<file path="config.mk">
export PLATFORM = sky130hd
export DESIGN_NAME = aging_page_replacement
export DESIGN_NICKNAME = d
export VERILOG_FILES = /design/src/rtl/apr_pkg.sv /design/src/rtl/aging_page_replacement.sv /design/src/rtl/apr_ctrl.sv /design/src/rtl/apr_dp.sv
export SDC_FILE = /design/constraint.sdc
export NUM_CORES = 1
export LEC_CHECK = 0
export BUFFER_PORTS_ARGS = -buffer_cell sky130_fd_sc_hd__buf_2
export CAP_MARGIN = 20
export CORE_ASPECT_RATIO = 1.2
export CORE_UTILIZATION = 30
export CTS_BUF_LIST = sky130_fd_sc_hd__clkbuf_4
export DETAILED_ROUTE_END_ITERATION = 16
export SLEW_MARGIN = 20
export SYNTH_ARGS = -nofsm -noshare
export SYNTH_HDL_FRONTEND = slang
export SYNTH_SLANG_ARGS = --single-unit
</file>
<file path="constraint.sdc">
create_clock -name clk -period 5.4 [get_ports clk]
set_input_delay 0 -clock clk [delete_from_list [all_inputs] [get_ports clk]]
set_output_delay 0 -clock clk [all_outputs]
set_load 0.02 [all_outputs]
</file>
<file path="src/rtl/apr_pkg.sv">
// ----------------------------------------------------------------------------
// apr_pkg
// Shared sizes, types and codes for the aging page replacement block.
// ----------------------------------------------------------------------------
package apr_pkg;

    localparam int FRAMES    = 16;
    localparam int AGE_BITS  = 8;
    localparam int PAGE_BITS = 16;
    localparam int IDX_W     = (FRAMES > 1) ? $clog2(FRAMES) : 1;
    localparam int FIF_W     = 5;
    localparam int HB_W      = 3;
    localparam int CFG_W     = 5;
    localparam int CIDX_W    = 1;
    localparam int FAULT_W   = 32;
    localparam int OUT_IDX_W = 4;

    localparam logic [FIF_W-1:0] FIF_RESET = FIF_W'(16);
    localparam logic [HB_W-1:0]  HB_RESET  = HB_W'(6);

    localparam logic [CIDX_W-1:0] CFG_FRAMES_IN_USE = 1'b0;
    localparam logic [CIDX_W-1:0] CFG_HISTORY_BIT   = 1'b1;

    typedef logic [IDX_W-1:0]     idx_t;
    typedef logic [AGE_BITS-1:0]  age_t;
    typedef logic [PAGE_BITS-1:0] page_t;

    typedef enum logic [2:0] {
        ST_IDLE   = 3'b001,
        ST_SCAN   = 3'b010,
        ST_UPDATE = 3'b100
    } state_t;

    typedef struct packed {
        logic load;
        logic scan;
        logic update;
    } cmd_t;

    typedef struct packed {
        logic scan_done;
    } sts_t;

endpackage

</file>
<file path="src/rtl/aging_page_replacement.sv">
// ----------------------------------------------------------------------------
// aging_page_replacement
// Aging page replacement over a frame table, one page reference per command.
// ----------------------------------------------------------------------------
//  channel   | handshake            | payload
//  ----------+----------------------+-----------------------------------------
//  config    | cfg_we               | cfg_index, cfg_data
//  reference | start, busy          | page_number, last_request
//  result    | done (one cycle)     | hit, frame_index, fault_count
//
//  A reference runs from start to the next start as follows, where n is
//  frames_in_use held to 1..16: the accepting cycle loads it, the scan visits
//  one frame per cycle over n frames, then the update state writes the table,
//  and the result shows with done in the cycle that follows, when busy is
//  already low. Reset clears the valid marks, aging registers and fault count
//  at once; there is no clearing pass. The receiver cannot stall the result.
// ----------------------------------------------------------------------------
module aging_page_replacement (
    input  logic                           clk,
    input  logic                           rst_n,
    input  logic                           cfg_we,
    input  logic [apr_pkg::CIDX_W-1:0]     cfg_index,
    input  logic [apr_pkg::CFG_W-1:0]      cfg_data,
    input  logic                           start,
    input  logic [apr_pkg::PAGE_BITS-1:0]  page_number,
    input  logic                           last_request,
    output logic                           busy,
    output logic                           done,
    output logic                           hit,
    output logic [apr_pkg::OUT_IDX_W-1:0]  frame_index,
    output logic [apr_pkg::FAULT_W-1:0]    fault_count
);
    import apr_pkg::*;

    cmd_t cmd;
    sts_t sts;

    apr_ctrl u_ctrl (
        .clk   (clk),
        .rst_n (rst_n),
        .start (start),
        .sts   (sts),
        .cmd   (cmd),
        .busy  (busy),
        .done  (done)
    );

    apr_dp u_dp (
        .clk          (clk),
        .rst_n        (rst_n),
        .cfg_we       (cfg_we),
        .cfg_index    (cfg_index),
        .cfg_data     (cfg_data),
        .page_number  (page_number),
        .last_request (last_request),
        .cmd          (cmd),
        .sts          (sts),
        .hit          (hit),
        .frame_index  (frame_index),
        .fault_count  (fault_count)
    );

endmodule

</file>
<file path="src/rtl/apr_ctrl.sv">
// ----------------------------------------------------------------------------
// apr_ctrl
// Sequencer: takes a reference, steps the frame scan, then the table update.
// ----------------------------------------------------------------------------
module apr_ctrl (
    input  logic          clk,
    input  logic          rst_n,
    input  logic          start,
    input  apr_pkg::sts_t sts,
    output apr_pkg::cmd_t cmd,
    output logic          busy,
    output logic          done
);
    import apr_pkg::*;

    state_t state_reg;
    state_t state_next;
    logic   done_reg;

    always_comb
    begin
        state_next = state_reg;
        cmd        = '0;
        case (state_reg)
            ST_IDLE:
            begin
                if (start)
                begin
                    cmd.load   = 1'b1;
                    state_next = ST_SCAN;
                end
            end
            ST_SCAN:
            begin
                cmd.scan = 1'b1;
                if (sts.scan_done)
                begin
                    state_next = ST_UPDATE;
                end
            end
            ST_UPDATE:
            begin
                cmd.update = 1'b1;
                state_next = ST_IDLE;
            end
            default:
            begin
                state_next = ST_IDLE;
            end
        endcase
    end

    always_ff @(posedge clk or negedge rst_n)
    begin
        if (!rst_n)
        begin
            state_reg <= ST_IDLE;
            done_reg  <= 1'b0;
        end
        else
        begin
            state_reg <= state_next;
            done_reg  <= cmd.update;
        end
    end

    assign busy = (state_reg != ST_IDLE);
    assign done = done_reg;

endmodule

</file>
<file path="src/rtl/apr_dp.sv">
// ----------------------------------------------------------------------------
// apr_dp
// Frame table, configuration registers, scan registers and result registers.
// ----------------------------------------------------------------------------
module apr_dp (
    input  logic                           clk,
    input  logic                           rst_n,
    input  logic                           cfg_we,
    input  logic [apr_pkg::CIDX_W-1:0]     cfg_index,
    input  logic [apr_pkg::CFG_W-1:0]      cfg_data,
    input  logic [apr_pkg::PAGE_BITS-1:0]  page_number,
    input  logic                           last_request,
    input  apr_pkg::cmd_t                  cmd,
    output apr_pkg::sts_t                  sts,
    output logic                           hit,
    output logic [apr_pkg::OUT_IDX_W-1:0]  frame_index,
    output logic [apr_pkg::FAULT_W-1:0]    fault_count
);
    import apr_pkg::*;

    logic [FIF_W-1:0]   frames_in_use_reg;
    logic [HB_W-1:0]    history_bit_reg;

    page_t              tag_reg   [FRAMES];
    logic [FRAMES-1:0]  valid_reg;
    age_t               age_reg   [FRAMES];

    page_t              page_reg;
    logic               last_reg;
    idx_t               last_idx_reg;
    age_t               mask_reg;
    idx_t               idx_reg;
    logic               hit_reg;
    idx_t               hit_idx_reg;
    idx_t               min_idx_reg;
    age_t               min_age_reg;
    logic [FAULT_W-1:0] faults_reg;

    logic               hit_out_reg;
    logic [OUT_IDX_W-1:0] frame_out_reg;
    logic [FAULT_W-1:0] fault_out_reg;

    idx_t               last_idx_next;
    age_t               mask_next;
    age_t               shifted;
    logic               match;
    logic [FAULT_W-1:0] faults_next;
    idx_t               chosen;

    // Clamp the frame count to 1..FRAMES and the history bit to the register.
    always_comb
    begin
        if (frames_in_use_reg == '0)
        begin
            last_idx_next = '0;
        end
        else if (32'(frames_in_use_reg) > FRAMES)
        begin
            last_idx_next = IDX_W'(FRAMES - 1);
        end
        else
        begin
            last_idx_next = IDX_W'(frames_in_use_reg - FIF_W'(1));
        end

        if (32'(history_bit_reg) >= AGE_BITS)
        begin
            mask_next = age_t'(1) << (AGE_BITS - 1);
        end
        else
        begin
            mask_next = age_t'(1) << history_bit_reg;
        end
    end

    // One frame per scan cycle: age it, look for the first match, track the minimum.
    assign shifted = age_reg[idx_reg] >> 1;
    assign match   = valid_reg[idx_reg] && (tag_reg[idx_reg] == page_reg) && !hit_reg;
    assign sts.scan_done = (idx_reg == last_idx_reg);

    always_comb
    begin
        if (hit_reg)
        begin
            faults_next = faults_reg;
        end
        else if (faults_reg != '1)
        begin
            faults_next = faults_reg + FAULT_W'(1);
        end
        else
        begin
            faults_next = faults_reg;
        end
        chosen = hit_reg ? hit_idx_reg : min_idx_reg;
    end

    always_ff @(posedge clk or negedge rst_n)
    begin
        if (!rst_n)
        begin
            frames_in_use_reg <= FIF_RESET;
            history_bit_reg   <= HB_RESET;
        end
        else if (cfg_we)
        begin
            case (cfg_index)
                CFG_FRAMES_IN_USE: frames_in_use_reg <= cfg_data[FIF_W-1:0];
                CFG_HISTORY_BIT:   history_bit_reg   <= cfg_data[HB_W-1:0];
                default:           ;
            endcase
        end
    end

    always_ff @(posedge clk or negedge rst_n)
    begin
        if (!rst_n)
        begin
            valid_reg <= '0;
            age_reg   <= '{default: '0};
        end
        else if (cmd.scan)
        begin
            age_reg[idx_reg] <= match ? (shifted | mask_reg) : shifted;
        end
        else if (cmd.update && !hit_reg)
        begin
            age_reg[min_idx_reg]   <= mask_reg;
            valid_reg[min_idx_reg] <= 1'b1;
        end
    end

    always_ff @(posedge clk)
    begin
        if (cmd.update && !hit_reg)
        begin
            tag_reg[min_idx_reg] <= page_reg;
        end
    end

    always_ff @(posedge clk or negedge rst_n)
    begin
        if (!rst_n)
        begin
            idx_reg      <= '0;
            hit_reg      <= 1'b0;
            hit_idx_reg  <= '0;
            min_idx_reg  <= '0;
            min_age_reg  <= '0;
            faults_reg   <= '0;
            last_idx_reg <= '0;
            mask_reg     <= '0;
            last_reg     <= 1'b0;
        end
        else if (cmd.load)
        begin
            idx_reg      <= '0;
            hit_reg      <= 1'b0;
            hit_idx_reg  <= '0;
            min_idx_reg  <= '0;
            last_idx_reg <= last_idx_next;
            mask_reg     <= mask_next;
            last_reg     <= last_request;
        end
        else if (cmd.scan)
        begin
            idx_reg <= idx_reg + IDX_W'(1);
            if (match)
            begin
                hit_reg     <= 1'b1;
                hit_idx_reg <= idx_reg;
            end
            // Strict compare keeps the lowest index on ties.
            if ((idx_reg == '0) || (shifted < min_age_reg))
            begin
                min_age_reg <= shifted;
                min_idx_reg <= idx_reg;
            end
        end
        else if (cmd.update)
        begin
            faults_reg <= last_reg ? '0 : faults_next;
        end
    end

    always_ff @(posedge clk)
    begin
        if (cmd.load)
        begin
            page_reg <= page_number;
        end
        if (cmd.update)
        begin
            hit_out_reg   <= hit_reg;
            frame_out_reg <= OUT_IDX_W'(chosen);
            fault_out_reg <= faults_next;
        end
    end

    assign hit         = hit_out_reg;
    assign frame_index = frame_out_reg;
    assign fault_count = fault_out_reg;

endmodule

</file>
; ---- Yosys cells after proc, flatten, opt, wreduce, memory -nomap -nowiden
; Memories as Yosys holds them, arrays and structs flattened.
; Index checks and enable logic that the tools add are counted.
[classes]
addsub = 3
magnitude_cmp = 9
n_eq_ne = 9
n_shift = 1
muxes = 42
bitwise_logic = 7
n_reduce_logical = 22
[ops]
columns = operator, n
row1 = 128-bit bitwise mux, 2
row2 = 128-bit 2-to-1 mux, 2
row3 = 32-bit 2-to-1 mux, 3
row4 = 8-bit demux with 4-bit select, 2
row5 = 4-bit 2-to-1 mux, 11
row6 = 8-bit 2-to-1 mux, 5
row7 = "32-bit by 1-bit adder with 32-bit output, second input constant", 1
row8 = 8-bit binary-select mux with 4-bit select, 1
row9 = "32-bit != test, second input constant", 1
row10 = 16-bit == test, 1
row11 = 16-bit bitwise OR, 1
row12 = 2-bit AND reduction, 6
row13 = 1-bit 2-to-1 mux, 11
row14 = "5-bit greater-or-equal comparator, second input constant", 2
row15 = "4-bit by 5-bit < comparator with 1-bit output, second input constant", 2
row16 = "5-bit by 1-bit < comparator with 1-bit output, second input constant", 2
row17 = 4-bit NOT with 5-bit output, 2
row18 = 7-bit by 8-bit bitwise OR with 8-bit output, 1
row19 = 2-bit nonzero test, 4
row20 = "1-bit by 3-bit left shift with 8-bit output, first input constant", 1
row21 = 7-bit < comparator, 1
row22 = 1-bit logical AND, 6
row23 = 3-bit 2-to-1 mux, 2
row24 = 3-bit one-hot mux with 2 select lines, 1
row25 = other kinds (18), 22
[totals]
reg_bits = 274
ramBits = 256
out_inout_bits = 39
wordCells = 128
memories = 1
[memory_table]
columns = name, words, word_bits, read_ports, rd_clocked_by_memory_dff, write_ports, line_no
row1 = u_dp.tag_reg, 16, 16, 1, 0, 1, apr_dp.sv:24  ; page_t tag_reg [FRAMES];

; ---- Longest topological paths before layout
; Gate-level depths: netlist of run 1.
[depth]
word_depth = 9
mapped_depth = 17

; ---- Cells and area by module
; Synthesis of run 1 repeated with hierarchy kept, for this count alone.
[unflattened]
hier_cells = 1601
area_unflattened_um2 = 23063.4
[modules_own_cells]
columns = module, n_inst, cells_each, area_each_um2
row1 = apr_dp, 1, 1589, 22883.2
row2 = apr_ctrl, 1, 12, 180.2

; ---- Least setup slack after synthesis of run 1
; OpenSTA, ideal clock, no wires.
[synth_timing]
kind = flip-flop to flip-flop
start = register u_dp.idx_reg[0]
end = register u_dp.min_idx_reg[3]
setup_ns = 0.149
arrival_ns = 4.003
required_time_ns = 5.251
setup_slack_ns = 1.248
stages_incl_launch_ff = 17
n_path_buf = 6
synth_period_minus_slack_ns = 4.152
path_cell_list = dfrtp_1 buf_4 buf_6 buf_4 buf_1 mux4_2 mux4_2 clkbuf_1 ha_1 a21o_1 a21oi_1 nor2b_1 o31ai_1 nand3_1 buf_2 nand3_1 o21ai_0
[synth_via]
elab_chain_len = 8
[synth_rtl]
columns = item, line_no
row1 = start: declaration, apr_dp.sv:32  ; idx_t idx_reg;
row2 = start signal: assignment, apr_dp.sv:167  ; idx_reg <= idx_reg + IDX_W'(1);
row3 = 4-bit NOT with 5-bit output (implied by the code), apr_dp.sv:77  ; assign shifted = age_reg[idx_reg] >> 1;
row4 = 8-bit binary-select mux with 4-bit select, apr_dp.sv:77
row5 = 8-bit 2-to-1 mux (implied by the code) (2 in series), apr_dp.sv:77
row6 = named net u_dp.shifted[4], apr_dp.sv:45  ; age_t shifted;
row7 = 7-bit < comparator, apr_dp.sv:174  ; if ((idx_reg == '0) || (shifted < min_age_reg))
row8 = 1-bit logical OR, apr_dp.sv:174
row9 = 2-bit nonzero test (no source line), --
row10 = 2-bit AND reduction (no source line), --
row11 = end signal: assignment, apr_dp.sv:177  ; min_idx_reg <= idx_reg;
row12 = end: declaration, apr_dp.sv:35  ; idx_t min_idx_reg;
; The timed path passes the listed nets, and every way through them passes these cells. The select of a mux whose other input is x is not followed.
; A chain may end at the register's enable or synchronous reset.

; ---- Worst setup path in the final report of run 1
[layout_timing]
start = register u_dp.idx_reg[1]
end = register u_dp.min_age_reg[6]
[layout_via]
elab_chain_len = 7
[layout_rtl]
columns = item, line_no
row1 = 4-bit NOT with 5-bit output (implied by the code), apr_dp.sv:77
row2 = 8-bit binary-select mux with 4-bit select, apr_dp.sv:77
row3 = 8-bit 2-to-1 mux (implied by the code) (2 in series), apr_dp.sv:77
row4 = 7-bit < comparator, apr_dp.sv:174
row5 = 1-bit logical OR, apr_dp.sv:174
row6 = 3-bit AND reduction (no source line), --
row7 = end signal: assignment, apr_dp.sv:176  ; min_age_reg <= shifted;
row8 = end: declaration, apr_dp.sv:36  ; age_t min_age_reg;
; Several ways; a longest one is shown, not always the timed one. The select of a mux whose other input is x is not followed.

==> results of run 1 <==
## final cells by class
cell class                 count  share of cell area
tap                         1026              0.0461
timing repair buffer         181              0.0521
antenna                        7            0.000629
sequential                   513               0.517
inverter                      43             0.00580
multi-input combinational   1286               0.316
clock buffer                 202              0.0545
clock inverter                33             0.00764
## cell usage in the layout, fill, tap and decap left out, drive strengths merged, types with 16 or more instances in the layout
cell type,instances
edfxtp,309
nand2,260
o21ai,254
clkbuf,203
dfrtp,200
nor2,144
buf,118
a21oi,115
mux4,78
mux2i,70
dlygate4sd3,62
inv,44
nand3,42
o31ai,42
xnor2,36
a22oi,29
clkinv,28
xor2,23
or2,18
mux2,16
## power by group through the flow
stage / combinational (mW) / sequential [mW] / clock (mW)
6_report: 2.64 / 5.10 / 3.47
5_1_grt: 2.85 / 5.15 / 3.76
4_1_cts: 2.62 / 5.09 / 3.57
3_5_place_dp: 2.57 / 5.17 / 0
3_3_place_gp: 2.51 / 5.14 / 0
2_1_floorplan: 2.05 / 4.79 / 0
## critical path, stage by stage, from the launching register on
cell and delay, ps:
dfrtp_4 1040, buf_12 300, mux4_2 360, mux4_2 800, ha_1 420, inv_1 40
a31oi_1 170, o2111ai_1 120, nand3_1 480, mux2_2 410
## per-layer routing
| metal | wire length (um) | part of all wire | track usage |
|---|---|---|---|
| met5 | 0 | 0 | 0 |
| met4 | 2370 | 0.035 | 0.0769 |
| met3 | 4760 | 0.071 | 0.0435 |
| met2 | 34200 | 0.51 | 0.284 |
| met1 | 26200 | 0.39 | 0.199 |
## through the flow
| step | power (mW) | cell area (um^2) | worst slack, ps | hold WS, ps | cells |
|---|---|---|---|---|---|
| floorplan | 6.84 | 23800 | 1250 | -296 | 1956 |
| global placement | 7.64 | 25400 | 1170 | -110 | 2984 |
| detailed placement | 7.73 | 25400 | 1120 | -111 | 2985 |
| CTS | 11.3 | 27800 | 1110 | 14.3 | 3283 |
| global route | 11.8 | 27800 | 780 | 91.3 | 3291 |
| finish | 11.2 | 27800 | 1110 | 129 | 3291 |
## logic make-up (layout without fill, tap and decap cells)
kind of cell / after synthesis / count (layout)
flops: 513 / 513
simple gates: 541 / 541
other cells: 0 / 7
fa+ha+maj: 14 / 14
compound gates: 508 / 508
xor+xnor: 59 / 59
buf+inv: 157 / 459
mux: 164 / 164
## final timing paths
| kind | startpoint | to | slack, ps | depth (start not counted) |
|---|---|---|---|---|
| max | u_dp.idx_reg[1] | u_dp.min_age_reg[6] | 1110 | 9 |
| min | start | u_ctrl.state_reg[1] | 130 | 5 |
| max reg2reg | u_dp.idx_reg[1] | u_dp.min_age_reg[6] | 1110 | 9 |
| min reg2reg | u_dp.valid_reg[10] | u_dp.valid_reg[10] | 460 | 1 |
| max in group asynchronous | rst_n | u_dp.age_reg[58] | 3480 | 7 |
| min in group asynchronous | rst_n | u_dp.faults_reg[14] | 650 | 5 |
==> out/results.tsv, run 1 <==
metric	value	unit
Post-synth top cells	309 x edfxtp_1, 260 x nand2_1, 230 x o21ai_0, 200 x dfrtp_1, 144 x nor2_1	
post_cts resized	0	
ys async rst share	0.398	
Setup Buffers After CTS	0	
Setup violations, final	0	
Final Cycle Share	0.794	
post-synthesis simple-gate area fraction	0.0995	
Top Ports	66	
Reg power frac	0.455	
gr ovfl total	0	
total negative slack	0	ps
Hold-fix buffers, CTS	63	
chip width	259	um
post-layout min period	4290	ps
largest family of logic cells by synthesized area	compound AO/OA/AOI/OAI gates	
crit-path max FO	47	
starting density of the core	0.305	
Core Region	78200	um^2
Post-Syn Area	23800	um^2
nets@finish	2200	
DRC Markers	0	
Switching Power	3.74	mW
total clock sinks	513	
Crit. End Element	flop	
first-pass GRT wire length	104	mm
Via density	5.27	
share of cells above drive strength 1	0.218	
Clock Path Buffers	3	
Syn Inst Count	1956	
Final ANT Viol Nets	0	
CTS buffer count	136	
FF+latch count, synth	513	
Pins Over Slew Limit	0	
Vias	17400	
fillers	7618	
share of the synthesized area in the top cell type	0.389	
pin count of the biggest net entering global routing	183	
RSZ-0062 raised after global routing	false	
f_max	233	MHz
clock power share	0.310	
Synth cell types	67	
Final GP Congestion	0.862	
Post-Synth Adder-Cell Area	0.00714	
Sw Ratio	0.334	
Power Density	403	nW/um^2
Worst Clk Skew	41.7	ps
area delta synth->final	16.8	%
Reg clk slew, reported paths	80	ps
post-synth top area cell	edfxtp_1	
initial antenna violation count	2	
Final Hold Vio Count	0	
logic gate share of total power	0.235	
synthesized area per cell	12.2	um^2
DPL Wire Length	41.6	mm
Startpoint Class	flop	
Die Ht	311	um
post-synthesis mux area share	0.111	
MaxCap Viol Count	0	
Max VDD drop	0.233	mV
WL/cell	20.5	um
Synth Flop Type	edfxtp_1	
Worst-Skew Late Latency	980	ps
First DRT Iteration DRCs	1561	
Clock Tree Root	clkbuf_4	
status	finished, final reports clean	
CTS H-tree lvls	4	
Hold/Removal Path Class	in2reg	
Req. time, crit path	6250	ps
Mapped Nets	1995	
Post-Route WL	67.5	mm
Pleak	9.88	nW
row cnt	112	
max reg flops	256	
gr usage total	0.168	
worst rel slew slack	0.187	
multi-input logic area	8810	um^2
Pre-antenna DRT Iters	6	
Die Footprint	80600	um^2
synth top area cells	edfxtp_1 39%, dfrtp_1 21%, mux4_2 7.4%, o21ai_0 4.8%, nand2_1 4.1%	
sequential share of the synthesized area	0.603	
xor/xnor share of the synthesized area	0.0217	
top-count cell post-synth	edfxtp_1	
critical path class	reg2reg	
Post-synth EDFFs	309	
compound-gate portion of the synthesized area	0.127	
post-layout util	0.356	
vias in the first global route	17600	
actual slew at the worst max-slew pin	1210	ps
Critical Path AT	5130	ps
Port Buffers	65	
internal power	7.47	mW
yosys warns	0	
CTS tree	done	
area occupied by registers	14400	um^2
Power figures use the tool's default switching activity.
==> inputs of run 2 (changes only) <==
ABC_AREA = 1   (was unset)
clock period = 4.5 ns   (was 5.4 ns; I/O delays follow)
==> run 2 against run 1 <==
- register-to-register slack worse by 310 ps
- hold slack better by 160 ps
- count of clock-buffer cells in the layout is 21 lower
- first-iteration DRC count is 3.3% lower
- via count is 12% higher
- global-route usage is 0.85 points higher
- utilization is 0.37 points lower
- highest routed layer unchanged
- total power is 24% higher
- cell count is 21% higher
- maximum frequency is 16% higher
==> out/results.tsv, run 2 <==
metric	value	unit	change
worst r2r path cells	12		+3
first-pass GRT wire length	109	mm	+5.5%
Via density	4.88		-7.4%
Non-Filler Instances	3998		+21%
CTS buffer count	130		-4.4%
WL/cell	17.8	um	-13%
total clock sinks	513		unchanged
post-synth top area cell	edfxtp_1		
synthesized area per cell	8.96	um^2	-27%
crit-path max FO	110		+130%
Post-synth EDFFs	309		unchanged
initial antenna violation count	3		+1
Fin Hold WS	286	ps	+157 ps
most frequent cells in the layout	653 x nand2_1, 352 x nor2_1, 351 x o21ai_0, 309 x edfxtp_1, 273 x inv_1		
Synth cell types	41		-39%
Final Cycle Share	0.822		+0.0284
worst rel slew slack	0.345		+0.158
fillers	8105		+6.4%
max reg flops	256		unchanged
chip width	260	um	+0.26%
area occupied by registers	14400	um^2	about the same
clock power share	0.284		-0.026
top-count cell post-synth	nand2_1		
Req. time, crit path	5290	ps	-960 ps
commonest non-fill, non-tap cell in the layout	nand2_1		
post-layout util	0.352		-0.00375
Sw Ratio	0.373		+0.0397
logic gate share of total power	0.289		+0.054
Vias	19500		+12%
pin count of the biggest net entering global routing	111		-39%
Top Ports	66		unchanged
Max VDD drop	0.251	mV	+8.0%
Synth Flop Type	edfxtp_1		
f_max	270	MHz	+16%
share of cells above drive strength 1	0.125		-0.0937
cell-by-cell trace of the critical path	buf_12 -> o21ai_0 -> o22ai_1 -> nand2_1 -> nand4_1 -> ha_1 -> a21oi_1 -> nand2_1 -> nand4_1 -> nand4_1 -> nand2_2 -> o21ai_0		
MaxCap Viol Count	0		unchanged
nets@finish	2906		+32%
CP max stage cell	dfrtp_4		
Final WS setup	800	ps	-314 ps
Crit. End Element	flop		
DPL Wire Length	43.1	mm	+3.6%
ys async rst share	0.398		unchanged
area delta synth->final	16.4	%	
Core Region	79200	um^2	+1.3%
Setup WS pre-CTS	903	ps	-221 ps
row cnt	113		+0.89%
Pleak	12.2	nW	+23%
most used cell, CP	nand4_1		
gr usage total	0.177		+0.00846
gr ovfl total	0		unchanged
fin area	27900	um^2	+0.19%
Syn Inst Count	2676		+37%
Switching Power	5.18	mW	+38%
Die Footprint	81000	um^2	+0.52%
multi-input logic area	8050	um^2	-8.6%
Final GP Congestion	0.940		+9.1%
synth top area cells	edfxtp_1 39%, dfrtp_1 21%, nand2_1 10%, o21ai_0 7.3%, nor2_1 5.8%		
reg2reg start	u_dp.idx_reg[0]		
Clock Path Buffers	3		unchanged
Final ANT Viol Nets	0		unchanged
sequential share of the synthesized area	0.600		-0.00315
actual slew at the worst max-slew pin	981	ps	-228 ps
Critical Path AT	4490	ps	-640 ps
Power Density	497	nW/um^2	+23%
critical path class	reg2reg		
Die Ht	312	um	+0.26%
Final Hold Vio Count	0		unchanged
Port Buffers	65		unchanged
DP Area	25700	um^2	+0.94%
DRC Markers	0		unchanged
Worst Clk Skew	67.0	ps	+25.3 ps
Worst-Skew Late Latency	960	ps	-20 ps
vias in the first global route	19000		+8.3%
status	finished, final reports clean		
First DRT Iteration DRCs	1510		-3.3%
starting density of the core	0.303		-0.00220
share of the synthesized area in the top cell type	0.387		-0.00203
Clock Tree Root	clkbuf_4		
Placed Instances	3711		+24%
CTS H-tree lvls	4		unchanged
total negative slack	0	ps	unchanged
internal power	8.69	mW	+16%
Pre-antenna DRT Iters	5		-1
CTS tree	done		
R2R setup slack	800	ps	-310 ps
post-layout min period	3700	ps	-586 ps
Startpoint Class	flop		
Power Total	13.9	mW	+24%
Mapped Nets	2715		+36%
worst r2r dst	u_dp.min_age_reg[2]		
CP max stage delay	770	ps	-270 ps
Reg clk slew, reported paths	70	ps	about the same
RSZ-0062 raised after global routing	false		
Post-synth top cells	653 x nand2_1, 368 x nor2_1, 351 x o21ai_0, 309 x edfxtp_1, 273 x inv_1		
Reg power frac	0.427		-0.028
Post-Route WL	71.0	mm	+5.2%
FF+latch count, synth	513		unchanged
Pins Over Slew Limit	0		unchanged
Hold/Removal Path Class	in2async		
post_cts resized	0		unchanged
Post-Syn Area	24000	um^2	+0.52%
Setup violations, final	0		unchanged
yosys warns	0		unchanged
[run 2: power groups by stage]
| stage | combinational, mW | sequential [mW] | clock, mW |
|---|---|---|---|
| floorplan | 2.59 | 5.78 | 0 |
| global placement | 3.91 | 6.00 | 0 |
| detailed placement | 3.94 | 6.01 | 0 |
| CTS | 4.01 | 5.91 | 4.06 |
| global route | 4.40 | 5.96 | 4.28 |
| finish | 4.01 | 5.92 | 3.93 |
[run 2: worst max-delay path, delay by kind of cell, from the launching register on]
| kind | cells | cell delay (ps) |
|---|---|---|
| and+or+nand+nor | 6 | 1120 |
| AOI/OAI and AO/OA | 4 | 830 |
| buffers and inverters | 1 | 450 |
| adders and majority gates | 1 | 280 |
| DFF | 1 | 770 |
[run 2: worst max path at each step]
stage	from	end	slack, ps	depth (start not counted)
global route	u_dp.idx_reg[0]	u_dp.age_reg[50]	510	16
CTS	u_dp.idx_reg[0]	u_dp.min_age_reg[2]	890	12
finish	u_dp.idx_reg[0]	u_dp.min_age_reg[2]	800	12
global placement	u_dp.idx_reg[0]	u_dp.age_reg[53]	880	16
detailed placement	u_dp.idx_reg[0]	u_dp.age_reg[87]	900	16
floorplan	u_ctrl.state_reg[1]	u_dp.age_reg[122]	1580	12
[run 2: cells by family after synthesis]
family / synth area share
XOR/XNOR: 0.0128
multiplexers: 0.000470
AND/OR/NAND/NOR: 0.194
AO/OA/AOI/OAI: 0.120
adder cells (fa/ha/maj): 0.00626
buffers and inverters: 0.0662
flip-flops: 0.600
[run 2: per-layer routing]
layer | global-route usage | share of wire | routed length (um) | up-vias
met5 | 0 | 0 | 0 | -
met4 | 0.0897 | 0.043 | 3080 | 0
met3 | 0.0346 | 0.059 | 4190 | 168
met2 | 0.293 | 0.49 | 34800 | 702
met1 | 0.217 | 0.41 | 28900 | 9343
li1 | - | - | - | 9298
[run 2: cell type report]
type	instances	area share
diodes	3	0.000269
clock buffers	181	0.0487
clock inverters	44	0.00928
inverters	280	0.0378
multi-input cells	1761	0.288
flip-flops and latches	513	0.516
well taps	1035	0.0464
repair buffers	181	0.0531
[run 2: what timing repair did]
item,4_1_cts,5_1_grt
hold buffers,59,0
setup buffers,0,0
endpoints found under the hold margin,272,0
==> inputs of run 3 (changes only) <==
clock period = 3.5 ns   (was 4.5 ns; I/O delays follow)
==> run 3 against run 2 <==
- sequential share of layout area shrank 0.98 points
- utilization rose by 0.69 points
- clock power grew 40%
- via count up 0.74%
- sequential power grew 28%
- worst setup slack worse by 560 ps
- register-to-register slack lost 560 ps
- hold slack got worse by 67 ps
- count of clock-buffer cells in the layout up 23
- first-iteration DRC count is 2.5% higher
- critical path depth is 5 higher
- largest cell class unchanged
- largest power group unchanged
==> out/results.tsv, run 3 (synthesized netlist as in run 2, its figures left out) <==
metric	value	unit	change
status	finished, final reports clean		
nets@finish	2943		+1.3%
Die Ht	312	um	unchanged
total clock sinks	513		unchanged
Crit. End Element	flop		
share of cells above drive strength 1	0.141		+0.0160
fillers	8052		-0.65%
CP max stage delay	540	ps	-230 ps
DP Area	26000	um^2	+1.2%
gr ovfl total	0		unchanged
DPL Wire Length	45.2	mm	+4.9%
Die Footprint	81000	um^2	unchanged
post-layout util	0.359		+0.00686
Pleak	12.5	nW	+2.5%
Req. time, crit path	4360	ps	-930 ps
Clock Tree Root	clkbuf_4		
actual slew at the worst max-slew pin	1010	ps	+30.7 ps
Top Ports	66		unchanged
Final Hold Vio Count	0		unchanged
Clock Path Buffers	3		unchanged
Power Density	651	nW/um^2	+31%
first-pass GRT wire length	112	mm	+2.2%
Post-Route WL	72.1	mm	+1.5%
Worst Clk Skew	67.7	ps	+0.718 ps
CTS buffer count	134		+3.1%
Critical Path AT	4120	ps	-370 ps
Startpoint Class	flop		
Final ANT Viol Nets	0		unchanged
row cnt	113		unchanged
initial antenna violation count	2		-1
Core Region	79200	um^2	unchanged
post-layout min period	3260	ps	-442 ps
MaxCap Viol Count	0		unchanged
Setup violations, final	0		unchanged
Pins Over Slew Limit	0		unchanged
Pre-antenna DRT Iters	5		unchanged
f_max	307	MHz	+14%
CTS tree	done		
First DRT Iteration DRCs	1548		+2.5%
Reg clk slew, reported paths	60	ps	about the same
Vias	19700		+0.74%
Final Cycle Share	0.931		+0.109
pin count of the biggest net entering global routing	95		-14%
Worst-Skew Late Latency	970	ps	about the same
total negative slack	0	ps	unchanged
Non-Filler Instances	4053		+1.4%
Via density	4.85		-0.63%
critical path class	reg2reg		
cell-by-cell trace of the critical path	inv_4 -> buf_12 -> nand2_1 -> nand3_1 -> nand2_1 -> nand2_1 -> nand2_1 -> o21bai_1 -> nand2_1 -> nor2_1 -> nand3_1 -> nor2_4 -> nand2_2 -> nor2_4 -> buf_4 -> nand2_1 -> a21oi_1		
gr usage total	0.181		+0.00406
Max VDD drop	0.321	mV	+28%
CTS H-tree lvls	4		unchanged
most frequent cells in the layout	653 x nand2_1, 352 x nor2_1, 351 x o21ai_0, 309 x edfxtp_1, 273 x inv_1		
starting density of the core	0.303		unchanged
Fin Hold WS	219	ps	-67.4 ps
DRC Markers	0		unchanged
RSZ-0062 raised after global routing	false		
WL/cell	17.8	um	+0.12%
CP max stage cell	dfrtp_4		
Hold/Removal Path Class	in2async		
worst rel slew slack	0.325		-0.0205
area delta synth->final	18.7	%	
fin area	28400	um^2	+1.9%
max reg flops	256		unchanged
chip width	260	um	unchanged
Port Buffers	65		unchanged
Placed Instances	3741		+0.81%
most used cell, CP	nand2_1		
commonest non-fill, non-tap cell in the layout	nand2_1		
vias in the first global route	19500		+2.4%
Final GP Congestion	0.948		+0.83%
crit-path max FO	26		-76%
==> run 3: cell types whose count changed in the layout (fill, tap and decap cells not counted), sizes merged <==
cell,delta
dlygate4sd3,+3
buf,+30
inv,+3
clkbuf,+23
clkinv,-4
==> run 3: layout make-up <==
cell class                      instances  area, um^2  share of cell area
Antenna cell                            3        7.51            0.000264
Clock buffer                          204        1530              0.0538
Clock inverter                         43         282             0.00990
Inverter                              280        1050              0.0371
Multi-Input combinational cell       1761        8050               0.283
Sequential cell                       513       14400               0.506
Tap cell                             1035        1290              0.0455
Timing Repair Buffer                  214        1830              0.0642
==> run 3: what timing repair did <==
action | 4_1_cts | 5_1_grt
hold buffers | 62 | 0
resized for setup | 0 | 1
hold endpoints to repair | 261 | 0
buffers inserted | 0 | 0
endpoints found under the setup margin | 0 | 10
==> run 3: power breakdown <==
part           internal (mW)  leakage, nW  switching [mW]  total, mW
Clock                   2.86         1.07            2.65       5.51
Sequential              7.03         5.53           0.514       7.55
Combinational           1.76         5.86            3.69       5.46
==> run 3: per-layer routing <==
metal | global-route usage | share of wire
met1 | 0.218 | 0.41
met3 | 0.0342 | 0.059
met4 | 0.0949 | 0.043
met2 | 0.304 | 0.49
met5 | 0 | 0
==> run 3: critical path, delay by kind of cell, from the launching register on <==
kind                   cells  cell delay [ps]
buffers and inverters      3              690
and+or+nand+nor           12             1480
DFF                        1              540
AOI/OAI and AO/OA          2              420
==> run 3: worst paths after layout <==
| path | slack [ps] | to | from | depth (start not counted) |
|---|---|---|---|---|
| min | 220 | u_ctrl.state_reg[0] | rst_n | 3 |
| max in group asynchronous | 2710 | u_dp.idx_reg[0] | rst_n | 4 |
| min in group clk | 260 | u_dp.page_reg[5] | page_number[5] | 3 |
| max reg2reg | 240 | u_dp.age_reg[7] | u_dp.idx_reg[0] | 17 |
| min reg2reg | 450 | u_dp.valid_reg[10] | u_dp.valid_reg[10] | 2 |
| max | 240 | u_dp.age_reg[7] | u_dp.idx_reg[0] | 17 |
==> run 3: per-stage QoR <==
stage | power [mW] | setup WS [ps]
2_1_floorplan | 10.8 | 581
3_3_place_gp | 13.0 | 198
3_5_place_dp | 13.0 | 192
4_1_cts | 18.6 | 155
5_1_grt | 19.6 | 48.8
6_report | 18.5 | 241
